$ cat config.mk
export PLATFORM = sky130hd
export DESIGN_NAME = sao_edge_offset_stats_flat
export DESIGN_NICKNAME = d
export VERILOG_FILES = /design/src/saoeo_pkg.sv /design/src/saoeo_in_if.sv /design/src/saoeo_out_if.sv /design/src/sao_edge_offset_stats.sv /design/src/flat_wrapper.sv
export SDC_FILE = /design/constraint.sdc
export NUM_CORES = 2
export LEC_CHECK = 0
export ABC_AREA = 1
export BUFFER_PORTS_ARGS = -buffer_cell sky130_fd_sc_hd__buf_2
export CAP_MARGIN = 20
export CORE_ASPECT_RATIO = 2
export CORE_MARGIN = 2
export CORE_UTILIZATION = 58
export DETAILED_ROUTE_END_ITERATION = 8
export GPL_ROUTABILITY_DRIVEN = 0
export PLACE_DENSITY = 0.78
export SLEW_MARGIN = 30
export SYNTH_ARGS = -nofsm -noshare
export SYNTH_HDL_FRONTEND = slang
export SYNTH_SLANG_ARGS = --single-unit
$ cat constraint.sdc
create_clock -name clk -period 11.5 [get_ports clk]
set_input_delay 1.15 -clock clk [delete_from_list [all_inputs] [get_ports clk]]
set_output_delay 1.15 -clock clk [all_outputs]
set_load 0.005 [all_outputs]
$ cat src/saoeo_pkg.sv
`timescale 1ns / 1ps

package saoeo_pkg;

  localparam int SAMPLE_BITS = 10;
  localparam int DIFF_W      = 23;
  localparam int SUM_W       = DIFF_W + 1;
  localparam int CNT_W       = 13;
  localparam int NUM_DIRS    = 3;
  localparam int NUM_CATS    = 4;
  localparam int NUM_TOTALS  = NUM_DIRS * NUM_CATS;
  localparam int POS_W       = $clog2(NUM_TOTALS);
  localparam int DIR_W       = 2;
  localparam int CAT_W       = 2;

  // sign weights of one neighbor against the center
  localparam logic [1:0] SGN_LESS    = 2'd0;
  localparam logic [1:0] SGN_EQUAL   = 2'd1;
  localparam logic [1:0] SGN_GREATER = 2'd2;

  // edge categories
  localparam logic [CAT_W-1:0] CAT_LOCAL_MIN = 2'd0;
  localparam logic [CAT_W-1:0] CAT_CORNER_LO = 2'd1;
  localparam logic [CAT_W-1:0] CAT_CORNER_HI = 2'd2;
  localparam logic [CAT_W-1:0] CAT_LOCAL_MAX = 2'd3;

  // first edge class code on the result channel (vertical)
  localparam logic [DIR_W-1:0] DIR_VERTICAL = 2'd1;

  localparam logic [CNT_W-1:0] CNT_MAX = {CNT_W{1'b1}};

  typedef logic [SAMPLE_BITS-1:0] sample_t;
  typedef logic signed [DIFF_W-1:0] diff_t;
  typedef logic [CNT_W-1:0] cnt_t;

  typedef struct packed {
    logic             hit;
    logic [CAT_W-1:0] cat;
  } class_t;

endpackage

$ cat src/saoeo_in_if.sv
`timescale 1ns / 1ps

interface saoeo_in_if;
  logic                 valid;
  logic                 ready;
  saoeo_pkg::sample_t   source_sample;
  saoeo_pkg::sample_t   center_recon;
  saoeo_pkg::sample_t   above_recon;
  saoeo_pkg::sample_t   below_recon;
  saoeo_pkg::sample_t   above_left_recon;
  saoeo_pkg::sample_t   below_right_recon;
  saoeo_pkg::sample_t   above_right_recon;
  saoeo_pkg::sample_t   below_left_recon;
  logic                 last_sample;

  modport source (
    output valid, source_sample, center_recon, above_recon, below_recon,
           above_left_recon, below_right_recon, above_right_recon,
           below_left_recon, last_sample,
    input  ready
  );

  modport sink (
    input  valid, source_sample, center_recon, above_recon, below_recon,
           above_left_recon, below_right_recon, above_right_recon,
           below_left_recon, last_sample,
    output ready
  );
endinterface

$ cat src/saoeo_out_if.sv
`timescale 1ns / 1ps

interface saoeo_out_if;
  logic                               valid;
  logic                               ready;
  logic [saoeo_pkg::DIR_W-1:0]        direction;
  logic [saoeo_pkg::CAT_W-1:0]        category;
  logic signed [saoeo_pkg::DIFF_W-1:0] diff_sum;
  logic [saoeo_pkg::CNT_W-1:0]        sample_count;
  logic                               last_total;

  modport source (
    output valid, direction, category, diff_sum, sample_count, last_total,
    input  ready
  );

  modport sink (
    input  valid, direction, category, diff_sum, sample_count, last_total,
    output ready
  );
endinterface

$ cat src/sao_edge_offset_stats.sv
`timescale 1ns / 1ps

// SAO edge-offset statistics for the vertical, 135-degree and 45-degree
// classes. in_s carries one interior sample per beat: source, center recon
// and the six neighbors. Each beat is registered, then classified per
// direction, and the source-minus-recon difference and a count are added
// into 12 saturating accumulators. in_s takes one beat per cycle unless a
// last_sample beat is held; the accumulator update is a combinational
// compare and add. A beat with last_sample set snapshots the 12 totals
// into a drain buffer and clears the accumulators in the same cycle.
// The first total passes the drain buffer and the output register to out_m,
// then one total per cycle while out_m is ready, in order direction 1..3,
// category 0..3; the twelfth carries last_total. The drain buffer holds one
// set of totals: a new last_sample beat waits in the input register while
// the previous set is still draining, and earlier samples keep flowing. A
// stalled out_m holds its beat and, through the drain buffer, eventually
// the input side. Reset (synchronous, active low) clears the accumulators,
// the drain state and both valid flags.
module sao_edge_offset_stats (
  input  logic              clk,
  input  logic              rst_n,
  saoeo_in_if.sink          in_s,
  saoeo_out_if.source       out_m
);

  localparam int DW = saoeo_pkg::SAMPLE_BITS + 1;

  // input register
  logic                       s1_valid_r;
  logic                       s1_last_r;
  saoeo_pkg::sample_t         s1_src_r;
  saoeo_pkg::sample_t         s1_ctr_r;
  saoeo_pkg::sample_t         s1_nba_r [saoeo_pkg::NUM_DIRS];
  saoeo_pkg::sample_t         s1_nbb_r [saoeo_pkg::NUM_DIRS];

  // accumulators and drain buffer
  saoeo_pkg::diff_t           acc_diff_r [saoeo_pkg::NUM_TOTALS];
  saoeo_pkg::cnt_t            acc_cnt_r  [saoeo_pkg::NUM_TOTALS];
  saoeo_pkg::diff_t           acc_diff_nxt [saoeo_pkg::NUM_TOTALS];
  saoeo_pkg::cnt_t            acc_cnt_nxt  [saoeo_pkg::NUM_TOTALS];
  saoeo_pkg::diff_t           upd_diff [saoeo_pkg::NUM_TOTALS];
  saoeo_pkg::cnt_t            upd_cnt  [saoeo_pkg::NUM_TOTALS];
  saoeo_pkg::diff_t           snap_diff_r [saoeo_pkg::NUM_TOTALS];
  saoeo_pkg::cnt_t            snap_cnt_r  [saoeo_pkg::NUM_TOTALS];
  logic                       emit_busy_r;
  logic [saoeo_pkg::POS_W-1:0] emit_pos_r;

  // output register
  logic                       out_valid_r;
  logic [saoeo_pkg::DIR_W-1:0] out_dir_r;
  logic [saoeo_pkg::CAT_W-1:0] out_cat_r;
  saoeo_pkg::diff_t           out_diff_r;
  saoeo_pkg::cnt_t            out_cnt_r;
  logic                       out_last_r;

  logic                       s1_adv;
  logic                       in_take;
  logic                       snap_take;
  logic                       out_load;
  logic signed [DW-1:0]       diff;
  saoeo_pkg::class_t          cls [saoeo_pkg::NUM_DIRS];

  function automatic logic [1:0] sign_weight(saoeo_pkg::sample_t nb,
                                             saoeo_pkg::sample_t ctr);
    logic [1:0] w;
    if (nb > ctr) begin
      w = saoeo_pkg::SGN_GREATER;
    end else if (nb == ctr) begin
      w = saoeo_pkg::SGN_EQUAL;
    end else begin
      w = saoeo_pkg::SGN_LESS;
    end
    return w;
  endfunction

  function automatic saoeo_pkg::class_t classify(saoeo_pkg::sample_t a,
                                                 saoeo_pkg::sample_t b,
                                                 saoeo_pkg::sample_t ctr);
    saoeo_pkg::class_t c;
    logic [2:0]        s;
    s     = {1'b0, sign_weight(a, ctr)} + {1'b0, sign_weight(b, ctr)};
    c.hit = 1'b1;
    c.cat = saoeo_pkg::CAT_LOCAL_MIN;
    case (s)
      3'd4:    c.cat = saoeo_pkg::CAT_LOCAL_MIN;
      3'd3:    c.cat = saoeo_pkg::CAT_CORNER_LO;
      3'd1:    c.cat = saoeo_pkg::CAT_CORNER_HI;
      3'd0:    c.cat = saoeo_pkg::CAT_LOCAL_MAX;
      default: c.hit = 1'b0;
    endcase
    return c;
  endfunction

  // add with saturation to the diff_t range
  function automatic saoeo_pkg::diff_t sat_add(saoeo_pkg::diff_t acc,
                                               logic signed [DW-1:0] d);
    logic signed [saoeo_pkg::SUM_W-1:0] sum;
    saoeo_pkg::diff_t                   r;
    sum = {acc[saoeo_pkg::DIFF_W-1], acc}
        + {{(saoeo_pkg::SUM_W-DW){d[DW-1]}}, d};
    if (sum[saoeo_pkg::SUM_W-1] == sum[saoeo_pkg::SUM_W-2]) begin
      r = sum[saoeo_pkg::DIFF_W-1:0];
    end else if (sum[saoeo_pkg::SUM_W-1]) begin
      r = {1'b1, {(saoeo_pkg::DIFF_W-1){1'b0}}};
    end else begin
      r = {1'b0, {(saoeo_pkg::DIFF_W-1){1'b1}}};
    end
    return r;
  endfunction

  // hold a last beat while the previous totals still drain
  assign s1_adv    = s1_valid_r && !(s1_last_r && emit_busy_r);
  assign in_s.ready = !s1_valid_r || s1_adv;
  assign in_take   = in_s.valid && in_s.ready;
  assign snap_take = s1_adv && s1_last_r;
  assign out_load  = emit_busy_r && (!out_valid_r || out_m.ready);

  assign diff = $signed({1'b0, s1_src_r}) - $signed({1'b0, s1_ctr_r});

  always_comb begin
    for (int d = 0; d < saoeo_pkg::NUM_DIRS; d++) begin
      cls[d] = classify(s1_nba_r[d], s1_nbb_r[d], s1_ctr_r);
    end
  end

  always_comb begin
    for (int i = 0; i < saoeo_pkg::NUM_TOTALS; i++) begin
      upd_diff[i] = acc_diff_r[i];
      upd_cnt[i]  = acc_cnt_r[i];
      if (s1_adv && cls[i / saoeo_pkg::NUM_CATS].hit &&
          cls[i / saoeo_pkg::NUM_CATS].cat ==
            saoeo_pkg::CAT_W'(i % saoeo_pkg::NUM_CATS)) begin
        upd_diff[i] = sat_add(acc_diff_r[i], diff);
        if (acc_cnt_r[i] != saoeo_pkg::CNT_MAX) begin
          upd_cnt[i] = acc_cnt_r[i] + saoeo_pkg::CNT_W'(1);
        end
      end
      if (snap_take) begin
        acc_diff_nxt[i] = '0;
        acc_cnt_nxt[i]  = '0;
      end else begin
        acc_diff_nxt[i] = upd_diff[i];
        acc_cnt_nxt[i]  = upd_cnt[i];
      end
    end
  end

  always_ff @(posedge clk) begin
    if (!rst_n) begin
      s1_valid_r <= 1'b0;
    end else if (in_s.ready) begin
      s1_valid_r <= in_s.valid;
    end
    if (in_take) begin
      s1_last_r   <= in_s.last_sample;
      s1_src_r    <= in_s.source_sample;
      s1_ctr_r    <= in_s.center_recon;
      s1_nba_r[0] <= in_s.above_recon;
      s1_nbb_r[0] <= in_s.below_recon;
      s1_nba_r[1] <= in_s.above_left_recon;
      s1_nbb_r[1] <= in_s.below_right_recon;
      s1_nba_r[2] <= in_s.above_right_recon;
      s1_nbb_r[2] <= in_s.below_left_recon;
    end
  end

  always_ff @(posedge clk) begin
    if (!rst_n) begin
      for (int i = 0; i < saoeo_pkg::NUM_TOTALS; i++) begin
        acc_diff_r[i] <= '0;
        acc_cnt_r[i]  <= '0;
      end
    end else begin
      for (int i = 0; i < saoeo_pkg::NUM_TOTALS; i++) begin
        acc_diff_r[i] <= acc_diff_nxt[i];
        acc_cnt_r[i]  <= acc_cnt_nxt[i];
      end
    end
  end

  // drain buffer: load on a last beat, shift toward entry 0 per output beat
  always_ff @(posedge clk) begin
    if (snap_take) begin
      for (int i = 0; i < saoeo_pkg::NUM_TOTALS; i++) begin
        snap_diff_r[i] <= upd_diff[i];
        snap_cnt_r[i]  <= upd_cnt[i];
      end
    end else if (out_load) begin
      for (int i = 0; i < saoeo_pkg::NUM_TOTALS - 1; i++) begin
        snap_diff_r[i] <= snap_diff_r[i+1];
        snap_cnt_r[i]  <= snap_cnt_r[i+1];
      end
    end
  end

  always_ff @(posedge clk) begin
    if (!rst_n) begin
      emit_busy_r <= 1'b0;
      emit_pos_r  <= '0;
    end else if (snap_take) begin
      emit_busy_r <= 1'b1;
      emit_pos_r  <= '0;
    end else if (out_load) begin
      if (emit_pos_r == saoeo_pkg::POS_W'(saoeo_pkg::NUM_TOTALS - 1)) begin
        emit_busy_r <= 1'b0;
        emit_pos_r  <= '0;
      end else begin
        emit_pos_r  <= emit_pos_r + saoeo_pkg::POS_W'(1);
      end
    end
  end

  always_ff @(posedge clk) begin
    if (!rst_n) begin
      out_valid_r <= 1'b0;
    end else if (out_load) begin
      out_valid_r <= 1'b1;
    end else if (out_m.ready) begin
      out_valid_r <= 1'b0;
    end
    if (out_load) begin
      out_dir_r  <= saoeo_pkg::DIR_VERTICAL
                  + saoeo_pkg::DIR_W'(emit_pos_r / saoeo_pkg::NUM_CATS);
      out_cat_r  <= saoeo_pkg::CAT_W'(emit_pos_r % saoeo_pkg::NUM_CATS);
      out_diff_r <= snap_diff_r[0];
      out_cnt_r  <= snap_cnt_r[0];
      out_last_r <= (emit_pos_r == saoeo_pkg::POS_W'(saoeo_pkg::NUM_TOTALS - 1));
    end
  end

  assign out_m.valid        = out_valid_r;
  assign out_m.direction    = out_dir_r;
  assign out_m.category     = out_cat_r;
  assign out_m.diff_sum     = out_diff_r;
  assign out_m.sample_count = out_cnt_r;
  assign out_m.last_total   = out_last_r;

endmodule

$ cat src/flat_wrapper.sv
// flat-port wrapper written by rule: the top's interface ports become plain ports
module sao_edge_offset_stats_flat 
  (clk, rst_n, in_s_valid, in_s_source_sample, in_s_center_recon, in_s_above_recon, in_s_below_recon, in_s_above_left_recon, in_s_below_right_recon, in_s_above_right_recon, in_s_below_left_recon, in_s_last_sample, in_s_ready, out_m_valid, out_m_direction, out_m_category, out_m_diff_sum, out_m_sample_count, out_m_last_total, out_m_ready);
  saoeo_in_if in_s_i ();
  saoeo_out_if out_m_i ();
  input  logic clk;
  input  logic rst_n;
  input wire logic [$bits(in_s_i.valid)-1:0] in_s_valid;
  input wire logic [$bits(in_s_i.source_sample)-1:0] in_s_source_sample;
  input wire logic [$bits(in_s_i.center_recon)-1:0] in_s_center_recon;
  input wire logic [$bits(in_s_i.above_recon)-1:0] in_s_above_recon;
  input wire logic [$bits(in_s_i.below_recon)-1:0] in_s_below_recon;
  input wire logic [$bits(in_s_i.above_left_recon)-1:0] in_s_above_left_recon;
  input wire logic [$bits(in_s_i.below_right_recon)-1:0] in_s_below_right_recon;
  input wire logic [$bits(in_s_i.above_right_recon)-1:0] in_s_above_right_recon;
  input wire logic [$bits(in_s_i.below_left_recon)-1:0] in_s_below_left_recon;
  input wire logic [$bits(in_s_i.last_sample)-1:0] in_s_last_sample;
  output wire logic [$bits(in_s_i.ready)-1:0] in_s_ready;
  output wire logic [$bits(out_m_i.valid)-1:0] out_m_valid;
  output wire logic [$bits(out_m_i.direction)-1:0] out_m_direction;
  output wire logic [$bits(out_m_i.category)-1:0] out_m_category;
  output wire logic [$bits(out_m_i.diff_sum)-1:0] out_m_diff_sum;
  output wire logic [$bits(out_m_i.sample_count)-1:0] out_m_sample_count;
  output wire logic [$bits(out_m_i.last_total)-1:0] out_m_last_total;
  input wire logic [$bits(out_m_i.ready)-1:0] out_m_ready;
  assign in_s_i.valid = in_s_valid;
  assign in_s_i.source_sample = in_s_source_sample;
  assign in_s_i.center_recon = in_s_center_recon;
  assign in_s_i.above_recon = in_s_above_recon;
  assign in_s_i.below_recon = in_s_below_recon;
  assign in_s_i.above_left_recon = in_s_above_left_recon;
  assign in_s_i.below_right_recon = in_s_below_right_recon;
  assign in_s_i.above_right_recon = in_s_above_right_recon;
  assign in_s_i.below_left_recon = in_s_below_left_recon;
  assign in_s_i.last_sample = in_s_last_sample;
  assign in_s_ready = in_s_i.ready;
  assign out_m_valid = out_m_i.valid;
  assign out_m_direction = out_m_i.direction;
  assign out_m_category = out_m_i.category;
  assign out_m_diff_sum = out_m_i.diff_sum;
  assign out_m_sample_count = out_m_i.sample_count;
  assign out_m_last_total = out_m_i.last_total;
  assign out_m_i.ready = out_m_ready;
  sao_edge_offset_stats u_core (.clk(clk), .rst_n(rst_n), .in_s(in_s_i), .out_m(out_m_i));
endmodule
==> run metrics <==
Rows=between 150 and 200; met1 usage=31.81%; highest clock rate=~0.16 GHz; Synth top area share=a little over a quarter; Initial Utilization=58.32%; DIE HEIGHT=465.1 um; number of global-route vias before repair=about 57000; CTS tree=yes; P_leak=between 0.03 and 0.04 uW; Num CTS Buffers=between 90 and 100; Synth Cell Area=around 60000 um2; Max-cap violations=0; final worst path period need=6.255 ns; crit-path max cell delay=0.56 ns; core area=roughly 110000 um2; CP startpoint kind=register; Die X=approximately 230 um; sequential area share after synthesis=roughly two fifths; Final Hold Vio Count=0; largest net degree at the start of global routing=between 150 and 200; CTS sink count=993; unrepaired setup endpoints after global routing=no; hold crit path type=reg -> reg; routed via count=around 56000; die area=between 100000 and 150000 um2; number of H-tree levels=3; grt ovf=0; Routed Antenna Nets=0; post-synthesis async set-or-reset flop share=0%; postcts setup bufs=0; clock latency on the worst-skew pair=about 0.74 ns; Setup TNS=0 ns; grt met2 use=roughly 62%; global route hottest layer=met2; pwr dens=around 140 nW/um2; post-DP HPWL=133100 um; cts repair resizes=0; # setup viols final=0; synth unique cells=55; most frequent cell after synthesis=nand2_1; Placed Instances=between 9000 and 10000; Post-synth EDFFs=554; I/O pin total=between 100 and 150; Clock Tree Root=clkbuf_16; Yosys warnings=0; status=finished, final reports clean; Post-Syn Instances=just over 8000; global-route wire length before repair=290700 um; period utilization=between 50% and 60%; layout cells sized above 1=slightly below 9%; largest area contributor in the netlist=edfxtp_1; CP endpoint kind=register; CP required=around 12 ns; worst-path fanout max=130; post-synthesis net count=a little under 9000; most used cell, CP=nand2_1; drt total wl=190100 um; Avg Synthesized Cell Area=between 7 and 8 um2; All-Layer GR Usage=between 30% and 40%; relative slew slack=29.95%; first drt pass iteration count=6; WP data arrival=6.70 ns; CP Class=reg -> reg; Worst-path clk slew=0.07 ns; wire length per cell=a little under 20 um; DRT iter0 DRCs=between 3000 and 4000; worst slew pin tran=between 1 and 1.5 ns; cts hold-fix bufs=0; total power=approximately 9300 uW; Port Buffers=between 100 and 150; top post-synthesis cells by area=edfxtp_1 27%, nand2_1 17%, dfxtp_1 14%, ha_1 7.4%, nor2_1 5.1%; ys flop type=edfxtp_1; peak supply drop=around 0.00014 V; Area Growth Syn to Fin=7.906%; clock buffer depth=3; Layout Skew=0.04774 ns; max-slew violation count=0; commonest cells in the netlist=2789 x nand2_1, 838 x nor2_1, 666 x inv_1, 554 x edfxtp_1, 537 x nand3_1; Residual DRC=0; final cell count without fillers=around 9700; vias per cell=between 5 and 6; Nets=approximately 8700; FF+latch count, synth=around 990; met3 GRT Util=about 6.6%; CP max stage cell=edfxtp_1; initial antenna violation count=6
stage by stage:
step	setup slack [ns]	area, um2	hold WS (ns)	util (%)
2_1_floorplan	0.2669	61660	0.4003	-
6_report	5.246	66540	0.4172	62.93
3_5_place_dp	5.422	63310	0.4045	59.88
4_1_cts	5.375	66490	0.4127	62.89
5_1_grt	4.843	66530	0.4239	62.93
3_3_place_gp	5.441	63280	0.4024	59.86
registers in the layout, indices dropped and copies added (netlist names), 2 cells and up:
signal / count
u_core.acc_cnt_r: 156
u_core.acc_diff_r: 276
u_core.emit_pos_r: 4
u_core.out_m.category: 2
u_core.out_m.diff_sum: 23
u_core.out_m.direction: 2
u_core.out_m.sample_count: 13
u_core.s1_ctr_r: 10
u_core.s1_nba_r: 30
u_core.s1_nbb_r: 30
u_core.s1_src_r: 10
u_core.snap_cnt_r: 156
u_core.snap_diff_r: 276
worst max-delay path: cells and delay by family (launching register included):
kind	cells	cell delay [ns]
adder cells (fa/ha/maj)	3	1.04
AND/OR/NAND/NOR	16	2.16
flip-flops	1	0.56
buffers and inverters	3	1.04
AO/OA/AOI/OAI	5	0.97
layer usage:
metal	up-vias	routed length [um]
li1	26860	-
met1	25980	59500
met2	2284	97010
met3	1095	11840
met4	2	21720
met5	-	8
final cells by class:
type                    count  area [um2]
diodes                      3       7.507
clock buffers             121        2544
clock inverters            50       641.9
fillers                  9229       39190
inverters                 682        2570
multi-input cells        6319       32640
flip-flops and latches    993       25420
well taps                1368        1712
repair buffers            166        1001
path summary, 6_finish.rpt:
path | from | endpoint | slack, ns | cells after the start
worst max-delay path | u_core.s1_ctr_r[0]$_DFFE_PP_ | u_core.snap_diff_r[5][12]$_DFFE_PP_ | 5.25 | 27
worst min-delay path | u_core.snap_diff_r[0][15]$_DFFE_PP_ | u_core.out_m.diff_sum[15]$_DFFE_PP_ | 0.42 | 0
worst max register to register | u_core.s1_ctr_r[0]$_DFFE_PP_ | u_core.snap_diff_r[5][12]$_DFFE_PP_ | 5.25 | 27
worst min register to register | u_core.snap_diff_r[0][15]$_DFFE_PP_ | u_core.out_m.diff_sum[15]$_DFFE_PP_ | 0.42 | 0
cells in the final DEF, fill, tap and decap left out, types with 24 or more instances in the layout:
| cell type | instances |
|---|---|
| a21oi_1 | 314 |
| or2_2 | 226 |
| and2_1 | 59 |
| dfxtp_1 | 439 |
| a31oi_1 | 33 |
| xnor2_1 | 81 |
| nor3_1 | 82 |
| nand2_2 | 101 |
| xor2_1 | 210 |
| buf_4 | 31 |
| nor2_1 | 835 |
| edfxtp_1 | 554 |
| o21ai_0 | 242 |
| or2_1 | 24 |
| nand2_1 | 2785 |
| nand4_1 | 156 |
| o21bai_1 | 68 |
| inv_1 | 662 |
| nand3_1 | 537 |
| buf_2 | 127 |
| ha_1 | 363 |
| clkbuf_16 | 94 |
| nand3b_1 | 34 |
| nor2_2 | 29 |
kinds of logic (layout without fill, tap and decap cells):
kind of cell	Yosys count	after routing	share of synthesized area, %
compound gates	723	723	6.459
xor+xnor	295	295	4.190
fa+ha+maj	379	379	7.885
buf+inv	903	1019	6.004
flops	993	993	41.23
mux	8	8	0.1299
other cells	0	3	0
simple gates	4914	4914	34.10
power breakdown:
part	switching (uW)	leakage, uW	internal, uW
registers	65.6	0.00884	3930
clock network	1450	0.00155	1820
logic	1460	0.0209	609
Note: power is estimated with default switching activity, not from simulation.
